$ cat config.mk
export PLATFORM = sky130hd
export DESIGN_NAME = fpc_alu
export DESIGN_NICKNAME = d
export VERILOG_FILES = /design/src/hw/rtl/fpc_pkg.sv /design/src/hw/rtl/fpc_alu.sv
export SDC_FILE = /design/constraint.sdc
export NUM_CORES = 1
export LEC_CHECK = 0
export BUFFER_PORTS_ARGS = -buffer_cell sky130_fd_sc_hd__buf_4
export CORE_MARGIN = 1
export CORE_UTILIZATION = 25
export DETAILED_ROUTE_END_ITERATION = 10
export MAX_ROUTING_LAYER = met4
export PLACE_DENSITY = 0.46
export REMOVE_ABC_BUFFERS = 1
export SLEW_MARGIN = 5
export SYNTH_ARGS = -nofsm -noshare
export SYNTH_HDL_FRONTEND = slang
export SYNTH_SLANG_ARGS = --single-unit
$ cat constraint.sdc
create_clock -name vclk -period 6.2
set_clock_uncertainty 0.1 [all_clocks]
set_input_delay 0.93 -clock vclk [all_inputs]
set_output_delay 0.93 -clock vclk [all_outputs]
set_load 0.01 [all_outputs]
$ cat src/hw/rtl/fpc_pkg.sv
package fpc_pkg;

  localparam int HISTORY_DEPTH_DEF = 300;

  localparam logic [9:0]  TARGET_FPS_RST   = 10'd60;
  localparam logic [29:0] FRAME_PERIOD_RST = 30'd16666666;
  localparam logic        FREE_RUN_RST     = 1'b0;
  localparam logic [63:0] ONE_SECOND_NS    = 64'd1000000000;

  // Configuration register indexes.
  localparam logic [1:0] CFG_TARGET_FPS   = 2'd0;
  localparam logic [1:0] CFG_FRAME_PERIOD = 2'd1;
  localparam logic [1:0] CFG_FREE_RUN     = 2'd2;

  // Input function codes.
  localparam logic FUNC_FRAME = 1'b0;
  localparam logic FUNC_START = 1'b1;

  typedef struct packed {
    logic        sub;
    logic [63:0] a;
    logic [63:0] b;
  } alu_req_t;

  typedef struct packed {
    logic [63:0] sum;
    logic        lt;
  } alu_rsp_t;

endpackage

$ cat src/hw/rtl/fpc_alu.sv
module fpc_alu (
  input  fpc_pkg::alu_req_t req,
  output fpc_pkg::alu_rsp_t rsp
);
  import fpc_pkg::*;

  logic [63:0] b_op;

  // One 64-bit adder/subtractor and one signed compare, shared by the arithmetic steps.
  always_comb begin
    b_op    = req.sub ? ~req.b : req.b;
    rsp.sum = req.a + b_op + {63'd0, req.sub};
    rsp.lt  = $signed(req.a) < $signed(req.b);
  end

endmodule

==> results of run 1 <==
==> logic make-up (layout without fill, tap and decap cells) <==
group | after synthesis | in the layout | synth area share (%)
AO/OA/AOI/OAI | 286 | 286 | 30.2
multiplexers | 3 | 3 | 0.696
XOR/XNOR | 125 | 125 | 17.9
adder cells (fa/ha/maj) | 133 | 133 | 27.3
AND/OR/NAND/NOR | 205 | 205 | 16.7
buffers and inverters | 116 | 281 | 7.20
==> layer usage <==
layer / routed length [µm] / GRT usage [%] / up-vias
met2: 9060 / 26.4 / 162
met1: 10400 / 22.7 / 2906
li1: - / - / 3450
met4: 65 / 0.595 / 0
met5: 0 / - / -
met3: 944 / 1.01 / 4
==> layout by cell type, fill, tap and decap left out, types with 12 or more instances in the layout <==
| cell | instances |
|---|---|
| sky130_fd_sc_hd__ha_1 | 132 |
| sky130_fd_sc_hd__xor2_1 | 89 |
| sky130_fd_sc_hd__inv_1 | 84 |
| sky130_fd_sc_hd__nor2_1 | 40 |
| sky130_fd_sc_hd__nor2b_1 | 12 |
| sky130_fd_sc_hd__a21o_1 | 53 |
| sky130_fd_sc_hd__a21oi_1 | 98 |
| sky130_fd_sc_hd__nand4_1 | 36 |
| sky130_fd_sc_hd__nand3_1 | 18 |
| sky130_fd_sc_hd__xnor2_1 | 36 |
| sky130_fd_sc_hd__buf_4 | 196 |
| sky130_fd_sc_hd__o21ai_0 | 53 |
| sky130_fd_sc_hd__o21bai_1 | 13 |
| sky130_fd_sc_hd__nand2_1 | 59 |
==> where the power goes <==
part | leakage (µW) | switching, µW | internal (µW) | total, µW
Sequential | 0 | 0 | 0 | 0
Clock | 0 | 0 | 0 | 0
Combinational | 0.00405 | 662 | 546 | 1210
==> stage by stage <==
step / area [µm²] / util (%)
floorplan: 5990 / -
global placement: 7880 / 33.2
detailed placement: 7880 / 33.2
CTS: 7880 / 33.2
global route: 7880 / 33.2
finish: 7880 / 33.2
==> worst max-delay path: cells and delay by family <==
family                     cells  cell delay, ns
AOI/OAI and AO/OA              8            2.11
buffers and inverters          3            0.66
xor gates and xnor gates       2            0.35
adders and majority gates      1            0.31
==> path summary, 6_finish.rpt <==
path | endpoint | cells past startpoint | slack (ns) | start
worst max-delay path | rsp[56] | 14 | 0.81 | req[128]
worst min-delay path | rsp[1] | 4 | 2.16 | req[0]
==> final cells by class <==
cell class	count	area, µm²	share of cell area, %
inverters	84	315	4.00
multi-input cells	752	5680	72.0
well taps	319	399	5.06
repair buffers	197	1490	18.9
==> summary.md, run 1 <==
### Status
* run status: finished clean

### Floorplan
* die outline width: 158 µm
* core area: 0.0238 mm²
* Die Span Y: 158 µm
* total die area: 0.0251 mm²
* Std-Cell Rows: 56
* number of placed I/O pins: 194
* initial cell density of the core: 25.7%

### Place
* routability-driven placement congestion ratio: 0.861
* half-perimeter wire length after detailed placement: 18300 µm
* Placed Cells: 1352
* buffers added on ports: 194
* DP Worst Slack: 0.795 ns

### Pwr
* pwr dens: 153 mW/mm²
* overall power of the completed layout: 1210 µW
* static leakage: 0.00405 µW
* maximum vdd drop: 58.4 µV

### Synthesis
* share of the synthesized area in the top cell type: 27.0%
* synth warn: 0
* sequential area share after synthesis: 0%
* largest area contributor in the netlist: sky130_fd_sc_hd__ha_1
* most common cell in the netlist: sky130_fd_sc_hd__ha_1
* Syn Area/Cell: 7.05 µm²
* top cell types by occurrence after synthesis: sky130_fd_sc_hd__ha_1, sky130_fd_sc_hd__a21oi_1, sky130_fd_sc_hd__xor2_1, sky130_fd_sc_hd__inv_1, sky130_fd_sc_hd__nand2_1
* top area cells in the synthesized netlist: sky130_fd_sc_hd__ha_1, sky130_fd_sc_hd__xor2_1, sky130_fd_sc_hd__a21oi_1
* distinct cell type count of the synthesized netlist: 62
* Netlist Area Pre-Place: 0.00612 mm²
* Post-Syn Instances: 868

### Detailed routing
* post-detailed-routing wire length: 20500 µm
* final antenna-violating net count: 0
* detailed-route DRC error count: 0
* Vias per Instance: 4.82
* via count of the routed design: 6522
* number of iterations in the first detailed-routing pass: 4
* Wirelength per Cell: 15.1 µm
* number of DRC markers in iteration 0: 251

### GRT
* maximum number of pins on one net before global-route repair: 37
* number of antenna violations at the first check in global routing: 0
* wire length of the first global-routing pass: 31800 µm
* GR Overflow Total: 0
* vias in the first global route: 6378
* global routing usage summed across all routing layers: 16.1%

### Timing
* final-report hold violation count: 0
* RSZ-0062 raised after global routing: false
* Total Neg Setup Slack: 0 ns
* Fin Hold WS: 2.16 ns
* Setup violations, final: 0
* Final Critical Period: 5.39 ns
* fmax: 186 MHz
* Worst slew margin: 50.5%
* final period utilization: 86.9%
* measured slew at the worst slew-check pin: 0.734 ns
* number of max-slew violations in the final report: 0
* setup slack of the critical path after layout: 0.813 ns

### Critical path
* Worst setup SP type: input pin
* signal arrival time at the worst endpoint: 4.36 ns
* cell-by-cell trace of the critical path: buf_4 -> buf_12 -> xor2_1 -> ha_1 -> a21oi_1 -> o21ai_0 -> a2111oi_0 -> a21oi_1 -> a211oi_2 -> o31ai_4 -> a211oi_2 -> o21ai_1 -> xor2_1 -> buf_4
* critical path start-end classification: input pin to output pin
* CP peak stage delay: 0.46 ns
* Req. time, crit path: 5.17 ns
* Critical Path Sink Type: output pin
* cell with the largest stage delay on the worst path: sky130_fd_sc_hd__a211oi_2
* largest fanout on the critical path: 36

### Layout
* ant diodes: 0
* area overhead of the layout relative to synthesis: 28.9%
* Clock Buffer Count: 0
* Final Net Count: 1297
* post-route non-filler standard cell count: 1352
* fill count: 2625
* Sequential Area: 0 µm²
* flip-flop and latch count: 0
* layout cells sized above 1: 20.9%

### Flow run
* number of maximum-capacitance constraint violations: 0

### Clock network
* hold_buf cts: 0
* cts repair resizes: 0
* number of buffers added for setup after CTS: 0

### Worst hold path
* worst hold path type: input pin to output pin

Note: power is estimated with default switching activity, not from simulation.
==> inputs of run 2 (changes only) <==
--- a/config.mk
+++ b/config.mk
@@ -5,12 +5,14 @@
 export SDC_FILE = /design/constraint.sdc
 export NUM_CORES = 1
 export LEC_CHECK = 0
+export ABC_AREA = 1
+export ABC_CLOCK_PERIOD_IN_PS = 6200
 export BUFFER_PORTS_ARGS = -buffer_cell sky130_fd_sc_hd__buf_4
 export CORE_MARGIN = 1
 export CORE_UTILIZATION = 25
 export DETAILED_ROUTE_END_ITERATION = 10
 export MAX_ROUTING_LAYER = met4
-export PLACE_DENSITY = 0.46
+export PLACE_DENSITY = 0.45
 export REMOVE_ABC_BUFFERS = 1
 export SLEW_MARGIN = 5
 export SYNTH_ARGS = -nofsm -noshare
==> run 2 against run 1 <==
  * Synthesized cell count increased by 68%
  * Design area is 21% higher
  * Utilization decreased by 1.1 points
  * Critical endpoint is now rsp[61]
  * Largest cell class unchanged
  * Highest routed layer unchanged
==> summary.md, run 2 <==
### Status
* run status: finished clean

### Critical path
* Req. time, crit path: 5.17 ns, about the same
* Crit. Startpoint: req[128]
* Critical Path Sink Type: output pin
* Worst setup SP type: input pin
* largest fanout on the critical path: 40, +11%
* critical path start-end classification: input pin to output pin
* signal arrival time at the worst endpoint: 3.83 ns, -0.53 ns

### Timing
* Worst slew margin: 52.6%, +2.1 points
* measured slew at the worst slew-check pin: 0.711 ns, -0.0238 ns
* Total Neg Setup Slack: 0 ns, unchanged
* RSZ-0062 raised after global routing: false
* Fin Hold WS: 2.13 ns, -0.0278 ns
* number of max-slew violations in the final report: 0, unchanged
* final period utilization: 78.4%, -8.5 points
* fmax: 206 MHz, +11%
* final-report hold violation count: 0, unchanged
* Final Critical Period: 4.86 ns, -0.526 ns
* Setup violations, final: 0, unchanged

### GRT
* GRT met1 Usage: 25.2%, +2.5 points
* maximum number of pins on one net before global-route repair: 41, +11%
* global routing usage summed across all routing layers: 19.4%, +3.3 points
* vias in the first global route: 8748, +37%
* wire length of the first global-routing pass: 46400 µm, +46%
* met3 usage: 0.644%, -0.36 points
* met2 Usage GRT: 34.6%, +8.3 points
* number of antenna violations at the first check in global routing: 0, unchanged
* most heavily used metal layer in global routing: met2
* GR Overflow Total: 0, unchanged

### Place
* buffers added on ports: 194, unchanged
* half-perimeter wire length after detailed placement: 27800 µm, +52%
* routability-driven placement congestion ratio: 0.922, +7.1%
* Placed Cells: 2034, +50%

### Detailed routing
* post-detailed-routing wire length: 29900 µm, +46%
* Vias per Instance: 4.39, -9.1%
* via count of the routed design: 8920, +37%
* final antenna-violating net count: 0, unchanged
* Wirelength per Cell: 14.7 µm, -2.8%
* number of DRC markers in iteration 0: 421, +68%
* number of iterations in the first detailed-routing pass: 7, +3
* detailed-route DRC error count: 0, unchanged

### Synthesis
* synth warn: 0, unchanged
* share of the synthesized area in the top cell type: 25.0%, -2.0 points
* top cell types by occurrence after synthesis: sky130_fd_sc_hd__nand2_1, sky130_fd_sc_hd__inv_1, sky130_fd_sc_hd__ha_1, sky130_fd_sc_hd__nor2_1, sky130_fd_sc_hd__a21oi_1
* sequential area share after synthesis: 0%, unchanged
* Netlist Area Pre-Place: 0.00764 mm², +25%
* distinct cell type count of the synthesized netlist: 32, -48%
* largest area contributor in the netlist: sky130_fd_sc_hd__nand2_1
* Syn Area/Cell: 5.26 µm², -25%
* top area cells in the synthesized netlist: sky130_fd_sc_hd__nand2_1, sky130_fd_sc_hd__ha_1, sky130_fd_sc_hd__inv_1
* Post-Syn Instances: 1454, +68%
* most common cell in the netlist: sky130_fd_sc_hd__nand2_1

### Pwr
* static leakage: 0.00580 µW, +43%
* maximum vdd drop: 55.6 µV, -4.8%
* pwr dens: 137 mW/mm², -10%

### Floorplan
* Std-Cell Rows: 63, +13%
* total die area: 0.0313 mm², +25%
* initial cell density of the core: 25.6%, -0.17 points
* core area: 0.0299 mm², +26%
* die outline width: 177 µm, +12%
* Die Span Y: 177 µm, +12%
* number of placed I/O pins: 194, unchanged

### Layout
* flip-flop and latch count: 0, unchanged
* Sequential Area: 0 µm², unchanged
* most common cell after layout, fill and taps aside: sky130_fd_sc_hd__nand2_1
* share of the core filled with cells in the final layout: 32.0%, -1.1 points
* ant diodes: 0, unchanged
* layout cells sized above 1: 14.5%, -6.4 points
* most used cells in the layout excluding fill and tap cells: sky130_fd_sc_hd__nand2_1, sky130_fd_sc_hd__inv_1, sky130_fd_sc_hd__buf_4
* post-route non-filler standard cell count: 2034, +50%
* Clock Buffer Count: 0, unchanged
* area overhead of the layout relative to synthesis: 25.2%
* Final Net Count: 1908, +47%

### Flow run
* number of maximum-capacitance constraint violations: 0, unchanged

### Worst hold path
* worst hold path type: input pin to output pin
* hold wc startpoint: req[0]

### Clock network
* number of buffers added for setup after CTS: 0, unchanged
* cts repair resizes: 0, unchanged
* hold_buf cts: 0, unchanged

-- run 2: per-stage QoR --
| step | cell area [µm²] | setup slack [ns] | total power [µW] |
|---|---|---|---|
| detailed placement | 9570 | 1.34 | 1330 |
| floorplan | 7600 | 2.67 | 754 |
| global route | 9570 | 1.11 | 1470 |
| CTS | 9570 | 1.33 | 1340 |
| finish | 9570 | 1.34 | 1310 |
| global placement | 9570 | 1.33 | 1330 |
-- run 2: power breakdown --
part / internal, µW / switching (µW)
Combinational: 511 / 803
Clock: 0 / 0
Sequential: 0 / 0
-- run 2: cell type report --
class | instances | area (µm²)
fill | 3517 | 20300
inverter | 302 | 1130
multi-input combinational | 1145 | 6470
tap | 390 | 488
timing repair buffer | 197 | 1480
-- run 2: routing by layer --
metal  vias to the layer above  share of wire [%]
met5                         -                  0
met4                         0               0.71
met2                       186                 49
met1                      3876                 47
li1                       4850                  -
met3                         8                3.4
-- run 2: worst max-delay path, stage by stage --
cell and delay, ns:
sky130_fd_sc_hd__buf_4 0.53, sky130_fd_sc_hd__buf_4 0.34, sky130_fd_sc_hd__xor2_1 0.11, sky130_fd_sc_hd__ha_1 0.44, sky130_fd_sc_hd__nand2_1 0.14, sky130_fd_sc_hd__nor2_1 0.22, sky130_fd_sc_hd__inv_1 0.08, sky130_fd_sc_hd__nor2_1 0.20
sky130_fd_sc_hd__nand2_1 0.15, sky130_fd_sc_hd__nor2_1 0.12, sky130_fd_sc_hd__nand2_1 0.17, sky130_fd_sc_hd__nand2_1 0.11, sky130_fd_sc_hd__nand2_1 0.05, sky130_fd_sc_hd__nand2_1 0.07, sky130_fd_sc_hd__buf_4 0.12
-- run 2: kinds of logic after synthesis --
kind of cell	after synthesis	share of synthesized area [%]
AO/OA/AOI/OAI	175	12.3
XOR/XNOR	95	10.9
adder cells (fa/ha/maj)	133	21.9
buffers and inverters	309	15.3
AND/OR/NAND/NOR	742	39.6
-- run 2: worst paths after layout --
check / end / slack, ns / cells past startpoint
max: rsp[61] / 1.34 / 15
min: rsp[1] / 2.13 / 4
==> inputs of run 3 (changes only) <==
--- a/config.mk
+++ b/config.mk
@@ -6,13 +6,13 @@
 export NUM_CORES = 1
 export LEC_CHECK = 0
 export ABC_AREA = 1
-export ABC_CLOCK_PERIOD_IN_PS = 6200
+export ABC_CLOCK_PERIOD_IN_PS = 4450
 export BUFFER_PORTS_ARGS = -buffer_cell sky130_fd_sc_hd__buf_4
 export CORE_MARGIN = 1
 export CORE_UTILIZATION = 25
 export DETAILED_ROUTE_END_ITERATION = 10
 export MAX_ROUTING_LAYER = met4
-export PLACE_DENSITY = 0.45
+export PLACE_DENSITY = 0.46
 export REMOVE_ABC_BUFFERS = 1
 export SLEW_MARGIN = 5
 export SYNTH_ARGS = -nofsm -noshare
==> constraint.sdc (replaced) <==
create_clock -name vclk -period 4.45
set_clock_uncertainty 0.1 [all_clocks]
set_input_delay 0.6675 -clock vclk [all_inputs]
set_output_delay 0.6675 -clock vclk [all_outputs]
set_load 0.01 [all_outputs]
==> run 3 against run 2 <==
  * Critical path depth fell by 1
  * Largest cell class unchanged
  * Final cell count rose by 0.44%
  * Setup slack got worse by 1.0 ns
  * Die area did not move
  * Non-clock buffer count rose by 9
  * Count of clock-buffer cells in the layout did not move
  * Largest power group unchanged
  * Sequential cell count did not move
  * First-iteration DRC count fell by 4.3%
==> summary.md, run 3 (synthesized netlist as in run 2, its figures left out) <==
### Status
* run status: finished clean

### Detailed routing
* via count of the routed design: 8984, +0.72%
* Vias per Instance: 4.40, +0.27%
* final antenna-violating net count: 0, unchanged
* number of iterations in the first detailed-routing pass: 5, -2
* Wirelength per Cell: 14.7 µm, about the same
* detailed-route DRC error count: 0, unchanged
* number of DRC markers in iteration 0: 403, -4.3%
* post-detailed-routing wire length: 30100 µm, +0.49%

### Clock network
* hold_buf cts: 0, unchanged
* cts repair resizes: 0, unchanged
* number of buffers added for setup after CTS: 0, unchanged

### Place
* buffers added on ports: 194, unchanged
* routability-driven placement congestion ratio: 0.926, +0.40%
* half-perimeter wire length after detailed placement: 28000 µm, +0.68%
* Placed Cells: 2043, +0.44%

### Flow run
* number of maximum-capacitance constraint violations: 0, unchanged

### Layout
* area overhead of the layout relative to synthesis: 26.2%
* most used cells in the layout excluding fill and tap cells: sky130_fd_sc_hd__nand2_1, sky130_fd_sc_hd__inv_1, sky130_fd_sc_hd__buf_4
* flip-flop and latch count: 0, unchanged
* Final Net Count: 1917, +0.47%
* Clock Buffer Count: 0, unchanged
* ant diodes: 0, unchanged
* post-route non-filler standard cell count: 2043, +0.44%
* Sequential Area: 0 µm², unchanged
* layout cells sized above 1: 14.9%, +0.47 points
* most common cell after layout, fill and taps aside: sky130_fd_sc_hd__nand2_1

### Pwr
* static leakage: 0.00584 µW, +0.77%
* maximum vdd drop: 78.2 µV, +41%
* pwr dens: 191 mW/mm², +39%

### Timing
* RSZ-0062 raised after global routing: false
* Setup violations, final: 0, unchanged
* final period utilization: 93.3%
* Worst slew margin: 67.1%, +14 points
* measured slew at the worst slew-check pin: 0.490 ns, -0.221 ns
* final-report hold violation count: 0, unchanged
* Total Neg Setup Slack: 0 ns, unchanged
* fmax: 241 MHz
* number of max-slew violations in the final report: 0, unchanged
* Final Critical Period: 4.15 ns

### Worst hold path
* Worst Hold Path Cells: 4, unchanged
* worst hold path type: input pin to output pin

### Floorplan
* number of placed I/O pins: 194, unchanged
* initial cell density of the core: 25.6%, unchanged
* core area: 0.0299 mm², unchanged
* total die area: 0.0313 mm², unchanged
* Std-Cell Rows: 63, unchanged
* Die Span Y: 177 µm, unchanged
* die outline width: 177 µm, unchanged

### GRT
* vias in the first global route: 8848, +1.1%
* global routing usage summed across all routing layers: 19.5%, +0.070 points
* wire length of the first global-routing pass: 46400 µm, about the same
* number of antenna violations at the first check in global routing: 0, unchanged
* GR Overflow Total: 0, unchanged
* maximum number of pins on one net before global-route repair: 25, -39%

### Critical path
* largest fanout on the critical path: 24, -40%
* Critical Path Sink Type: output pin
* Worst setup SP type: input pin
* critical path start-end classification: input pin to output pin
* signal arrival time at the worst endpoint: 3.39 ns, -0.44 ns
* Req. time, crit path: 3.68 ns, -1.49 ns

-- run 3: cell types whose count changed in the layout (fill, tap and decap cells not counted) --
cell,previous run,this run
sky130_fd_sc_hd__buf_4,197,205
sky130_fd_sc_hd__buf_6,0,1
-- run 3: through the flow --
step | utilization, % | hold WS (ns) | instance area [µm²] | setup slack [ns] | total power [µW]
finish | 32.3 | 1.61 | 9640 | 0.297 | 1840
global route | 32.3 | 1.65 | 9640 | 0.120 | 2060
CTS | 32.3 | 1.62 | 9640 | 0.102 | 1870
detailed placement | 32.3 | 1.62 | 9640 | 0.110 | 1860
global placement | 32.3 | 1.62 | 9640 | 0.0917 | 1860
floorplan | - | 1.39 | 7600 | 1.45 | 1050
-- run 3: per-layer routing --
layer / vias to the layer above / part of all wire, % / track usage (%) / wire [µm]
li1: 4869 / - / - / -
met1: 3886 / 47 / 25.1 / 14200
met2: 202 / 47 / 33.8 / 14200
met3: 27 / 3.6 / 0.859 / 1080
met4: 0 / 2.2 / 3.74 / 648
met5: - / 0 / - / 0
-- run 3: where the power goes --
group	internal, µW	total, µW	leakage [µW]	switching, µW
registers	0	0	0	0
clock network	0	0	0	0
logic	721	1840	0.00584	1120
-- run 3: worst max-delay path: stages --
cell and delay [ns]:
sky130_fd_sc_hd__buf_6 0.27, sky130_fd_sc_hd__buf_4 0.23, sky130_fd_sc_hd__xor2_1 0.20, sky130_fd_sc_hd__ha_1 0.29, sky130_fd_sc_hd__nand2_1 0.15, sky130_fd_sc_hd__inv_1 0.08
sky130_fd_sc_hd__a21oi_1 0.28, sky130_fd_sc_hd__nand2_1 0.15, sky130_fd_sc_hd__a21oi_1 0.14, sky130_fd_sc_hd__nand2_1 0.23, sky130_fd_sc_hd__nand2_1 0.22, sky130_fd_sc_hd__nand3_1 0.11
sky130_fd_sc_hd__nand2_1 0.18, sky130_fd_sc_hd__buf_4 0.15
-- run 3: path summary, 6_finish.rpt --
path,start,to
worst min-delay path,req[0],rsp[1]
worst max-delay path,req[128],rsp[46]
-- run 3: final cells by class --
cell class	count	area, µm²
timing repair buffer	206	1550
multi-input combinational	1145	6470
tap	390	488
inverter	302	1130
fill	3527	20200
